===== src/hdl/mbet_pkg.sv =====
// package for the mandelbrot escape-time unit: item, result and config types,
// register index codes and q8.24 saturating arithmetic helpers
// depends on nothing
package mbet_pkg;

  localparam int LANES_DEF    = 8;
  localparam int MAX_ITER_DEF = 1023;
  localparam int OUT_LANES    = 8;
  localparam int FRAC_BITS    = 24;
  localparam int CFG_IDX_W    = 3;
  localparam int CFG_DATA_W   = 32;
  localparam int COUNT_W      = 10;

  localparam logic signed [31:0] Q_MAX = 32'sh7fff_ffff;
  localparam logic signed [31:0] Q_MIN = 32'sh8000_0000;

  typedef enum logic [CFG_IDX_W-1:0] {
    REG_HORIZ_OFS  = 3'd0,
    REG_VERT_OFS   = 3'd1,
    REG_ZOOM_SCALE = 3'd2,
    REG_PIXEL_STEP = 3'd3,
    REG_ESC_RADIUS = 3'd4,
    REG_ITER_LIMIT = 3'd5
  } cfg_reg_e;

  typedef struct packed {
    logic [11:0] group_col;
    logic [11:0] pixel_row;
  } item_t;

  typedef struct packed {
    logic [COUNT_W-1:0] count_lane0;
    logic [COUNT_W-1:0] count_lane1;
    logic [COUNT_W-1:0] count_lane2;
    logic [COUNT_W-1:0] count_lane3;
    logic [COUNT_W-1:0] count_lane4;
    logic [COUNT_W-1:0] count_lane5;
    logic [COUNT_W-1:0] count_lane6;
    logic [COUNT_W-1:0] count_lane7;
  } result_t;

  typedef struct packed {
    logic signed [31:0] horiz_ofs;
    logic signed [31:0] vert_ofs;
    logic [30:0]        zoom_scale;
    logic [30:0]        pixel_step;
    logic [30:0]        escape_radius_sq;
    logic [9:0]         iteration_limit;
  } cfg_t;

  // clamp a wide signed value into 32 bits
  function automatic logic signed [31:0] sat_wide(input logic signed [65:0] v);
    if (&v[65:31] || ~|v[65:31]) begin
      return v[31:0];
    end else if (v[65]) begin
      return Q_MIN;
    end else begin
      return Q_MAX;
    end
  endfunction

  function automatic logic signed [31:0] sat_sum(input logic signed [32:0] v);
    if (v[32] == v[31]) begin
      return v[31:0];
    end else if (v[32]) begin
      return Q_MIN;
    end else begin
      return Q_MAX;
    end
  endfunction

  function automatic logic signed [31:0] add_sat(input logic signed [31:0] a,
                                                  input logic signed [31:0] b);
    logic signed [32:0] s;
    s = {a[31], a} + {b[31], b};
    return sat_sum(s);
  endfunction

  function automatic logic signed [31:0] sub_sat(input logic signed [31:0] a,
                                                  input logic signed [31:0] b);
    logic signed [32:0] s;
    s = {a[31], a} - {b[31], b};
    return sat_sum(s);
  endfunction

  // q8.24 product: arithmetic shift floors, then clamp
  function automatic logic signed [31:0] qmul(input logic signed [65:0] p);
    logic signed [65:0] s;
    s = p >>> FRAC_BITS;
    return sat_wide(s);
  endfunction

endpackage


===== src/hdl/mbet_merge.sv =====
// merging stage: collects each lane's finish and issues one result item
// once every lane is done; depends on mbet_pkg
module mbet_merge #(
  parameter int LANES    = mbet_pkg::LANES_DEF,
  parameter int MAX_ITER = mbet_pkg::MAX_ITER_DEF,
  localparam int CW      = $clog2(MAX_ITER + 1)
) (
  input  logic                        clk_i,
  input  logic                        rst_ni,
  input  logic [LANES-1:0]            fin_i,
  input  logic [LANES-1:0][CW-1:0]    count_i,
  output logic                        done_o,
  output mbet_pkg::result_t           result_o
);

  logic [LANES-1:0] seen_q, seen_d;
  logic             done_q;
  mbet_pkg::result_t res_q;
  logic [mbet_pkg::OUT_LANES-1:0][mbet_pkg::COUNT_W-1:0] cnt_all;

  // lanes beyond LANES report zero
  for (genvar k = 0; k < mbet_pkg::OUT_LANES; k++) begin : g_cnt
    if (k < LANES) begin : g_on
      assign cnt_all[k] = mbet_pkg::COUNT_W'(count_i[k]);
    end else begin : g_off
      assign cnt_all[k] = '0;
    end
  end

  assign seen_d = seen_q | fin_i;

  always_ff @(posedge clk_i or negedge rst_ni) begin
    if (!rst_ni) begin
      seen_q <= '0;
      done_q <= 1'b0;
    end else begin
      done_q <= 1'b0;
      if (&seen_d) begin
        seen_q <= '0;
        done_q <= 1'b1;
      end else begin
        seen_q <= seen_d;
      end
    end
  end

  always_ff @(posedge clk_i) begin
    if (&seen_d) begin
      res_q.count_lane0 <= cnt_all[0];
      res_q.count_lane1 <= cnt_all[1];
      res_q.count_lane2 <= cnt_all[2];
      res_q.count_lane3 <= cnt_all[3];
      res_q.count_lane4 <= cnt_all[4];
      res_q.count_lane5 <= cnt_all[5];
      res_q.count_lane6 <= cnt_all[6];
      res_q.count_lane7 <= cnt_all[7];
    end
  end

  assign done_o   = done_q;
  assign result_o = res_q;

endmodule


===== config.mk =====
export PLATFORM = sky130hd
export DESIGN_NAME = mbet_merge
export DESIGN_NICKNAME = d
export VERILOG_FILES = /design/src/hdl/mbet_pkg.sv /design/src/hdl/mbet_merge.sv
export SDC_FILE = /design/constraint.sdc
export NUM_CORES = 1
export LEC_CHECK = 0
export BUFFER_PORTS_ARGS = -buffer_cell sky130_fd_sc_hd__buf_4
export CELL_PAD_IN_SITES_DETAIL_PLACEMENT = 1
export CELL_PAD_IN_SITES_GLOBAL_PLACEMENT = 1
export CORE_UTILIZATION = 37
export CTS_BUF_LIST = sky130_fd_sc_hd__clkbuf_4
export CTS_CLUSTER_DIAMETER = 50
export DETAILED_ROUTE_END_ITERATION = 8
export MAX_ROUTING_LAYER = met4
export PLACE_DENSITY = 0.92
export SYNTH_ARGS = -nofsm -noshare
export SYNTH_HDL_FRONTEND = slang
export SYNTH_SLANG_ARGS = --single-unit

===== constraint.sdc =====
create_clock -name clk_i -period 5.85 [get_ports clk_i]
set_input_delay 1.17 -clock clk_i [delete_from_list [all_inputs] [get_ports clk_i]]
set_output_delay 1.17 -clock clk_i [all_outputs]
set_load 0.05 [all_outputs]

==> metrics.txt <==
Pwr per Cell Area 580 nW/um^2; # diodes 0; critical path peak fanout about 80; Startpoint Class input pin; Final setup viols 0; Routability Congestion just over 0.7; IO Pins ~170; fmax about 340 MHz; P_leak approximately 1.8 nW; Final Util between 60 and 70%; RSZ-0062 raised after global routing no; register area share after synthesis between 90% and 100%; slew margin rel. 31.7%; max cap viols 0; postcts setup bufs 0; Hold WC Path Type input pin to async pin; Setup Skew approximately 18 ps; DR DRC count 0; via/cell ratio between 4 and 5; clock transition at the registers of the reported paths around 130 ps; Initial Utilization ~40%; Row Count 30; DIE HEIGHT 87.9 um; Worst Setup SP fin_i[0]; global-route wire length before repair around 11000 um; DR vias around 1.8k; setup_tns 0 ps; critical path, cell by cell buf_4, nor2_1, nor4_2, and2_4; Least-Margin Pin Slew between 1000 and 1500 ps; Num CTS Buffers 9; Resized Gates After CTS 0; most frequent cells in the layout buf_4, edfxtp_1, clkbuf_4, dfrtp_1; Mean Syn Cell Area between 20 and 30 sq um; H-tree Lvls 3; Core Region ~6900 sq um; slowest CP cell and2_4; layout net count between 300 and 400; final hold vios 0; FF-to-FF Start seen_q[4]; Layout area overhead 58.6%; CP required ~5900 ps; Setup CP Type input pin to flop; Die X 87.9 um; run status completed; pins over their slew limit 0; pin count of the biggest net entering global routing slightly above 80; WL final 8370 um; ratio of final minimum period to clock period approximately 50%; number of port buffers 170; Peak supply drop 0.477 mV; vias in the first global route 1811; insertion delay to the later sink of the worst-skew pair about 420 ps; drt initial violations 61; Worst path max stage delay about 950 ps; area leader, netlist edfxtp_1; CTS Root Cell clkbuf_4; library cells used by synthesis 6; Area contributors post-synth edfxtp_1, dfrtp_1, a21oi_1; Tmin final about 2900 ps; synthesis-stage register bit count between 80 and 90; CP endpoint kind flop; CTS tree done; yosys warns 0; Routed Antenna Nets 0; top cell type's share of synthesized area between 80% and 90%; R2R depth 3; grt ovf 0; Post-Place Setup Slack roughly 2500 ps; commonest non-fill, non-tap cell in the layout buf_4; HPWL after DPL 6400 um; initial antenna violation count 0; share of cells above drive strength 1 a little under two thirds; CTS max path bufs 2; syn_nets 198; Die Area 7720 sq um; final setup margin 2950 ps; Avg WL per Cell around 22 um; crit path DAT just under 3000 ps; gr usage total about 22%; cell area after synthesis around 2700 sq um; CTS Sinks 89; drt first pass iters 5; CTS Hold Buffers Added 0; Post-Syn Instances ~110
==> Yosys cell counts, drive strengths merged <==
master / number
nor2: 8
and2: 1
edfxtp: 80
dfrtp: 9
a21oi: 8
nor4: 2
==> cells by family (layout without fill, tap and decap cells) <==
group / after synthesis / in the layout / synth area share [%]
buffers and inverters: 0 / 185 / 0
AO/OA/AOI/OAI: 8 / 8 / 1.47
AND/OR/NAND/NOR: 11 / 11 / 2.25
flip-flops: 89 / 89 / 96.3
==> state kept, by name, indices dropped and copies added (netlist names) <==
signal and count:
result_o 80, done_o 1, seen_q 8
==> power breakdown <==
part           internal, mW  total, mW  leakage, nW  switching (mW)
Combinational         0.254       1.04        0.853           0.785
Clock                 0.256      0.451       0.0997           0.195
Sequential            0.955       1.02        0.846          0.0643
==> final timing paths <==
| path | endpoint | slack [ps] |
|---|---|---|
| min reg2reg | seen_q[2] | 560 |
| max | result_o[45] | 2950 |
| min | seen_q[7] | 550 |
| max reg2reg | result_o[45] | 3420 |
| max in group asynchronous | seen_q[3] | 5160 |
| min in group clk_i | seen_q[2] | 560 |
==> worst max-delay path: cells and delay by family <==
| family | cells | cell delay [ps] |
|---|---|---|
| buf+inv | 1 | 80 |
| simple gates | 3 | 1650 |
==> final cells by class <==
type	count	area, sq um
Multi-Input combinational cell	19	104
Fill cell	637	2620
Clock inverter	6	131
Timing Repair Buffer	170	1280
Clock buffer	9	67.6
Sequential cell	89	2630
Tap cell	96	120
==> metal layers <==
layer / vias to the layer above / track usage, % / routed length (um)
met5: - / - / 0
met4: 0 / 13.1 / 310
met3: 22 / 8.20 / 837
met2: 96 / 37.5 / 4480
met1: 854 / 21.3 / 2740
li1: 787 / - / -
==> per-stage QoR <==
stage / hold WS [ps] / total power [mW] / instances / cell area, sq um
4_1_cts: 528 / 2.53 / 389 / 4330
3_3_place_gp: 527 / 2.04 / 374 / 4130
2_1_floorplan: 484 / 1.72 / 108 / 2730
6_report: 547 / 2.51 / 389 / 4330
3_5_place_dp: 511 / 2.08 / 374 / 4130
5_1_grt: 516 / 2.59 / 389 / 4330
Power figures use the tool's default switching activity.
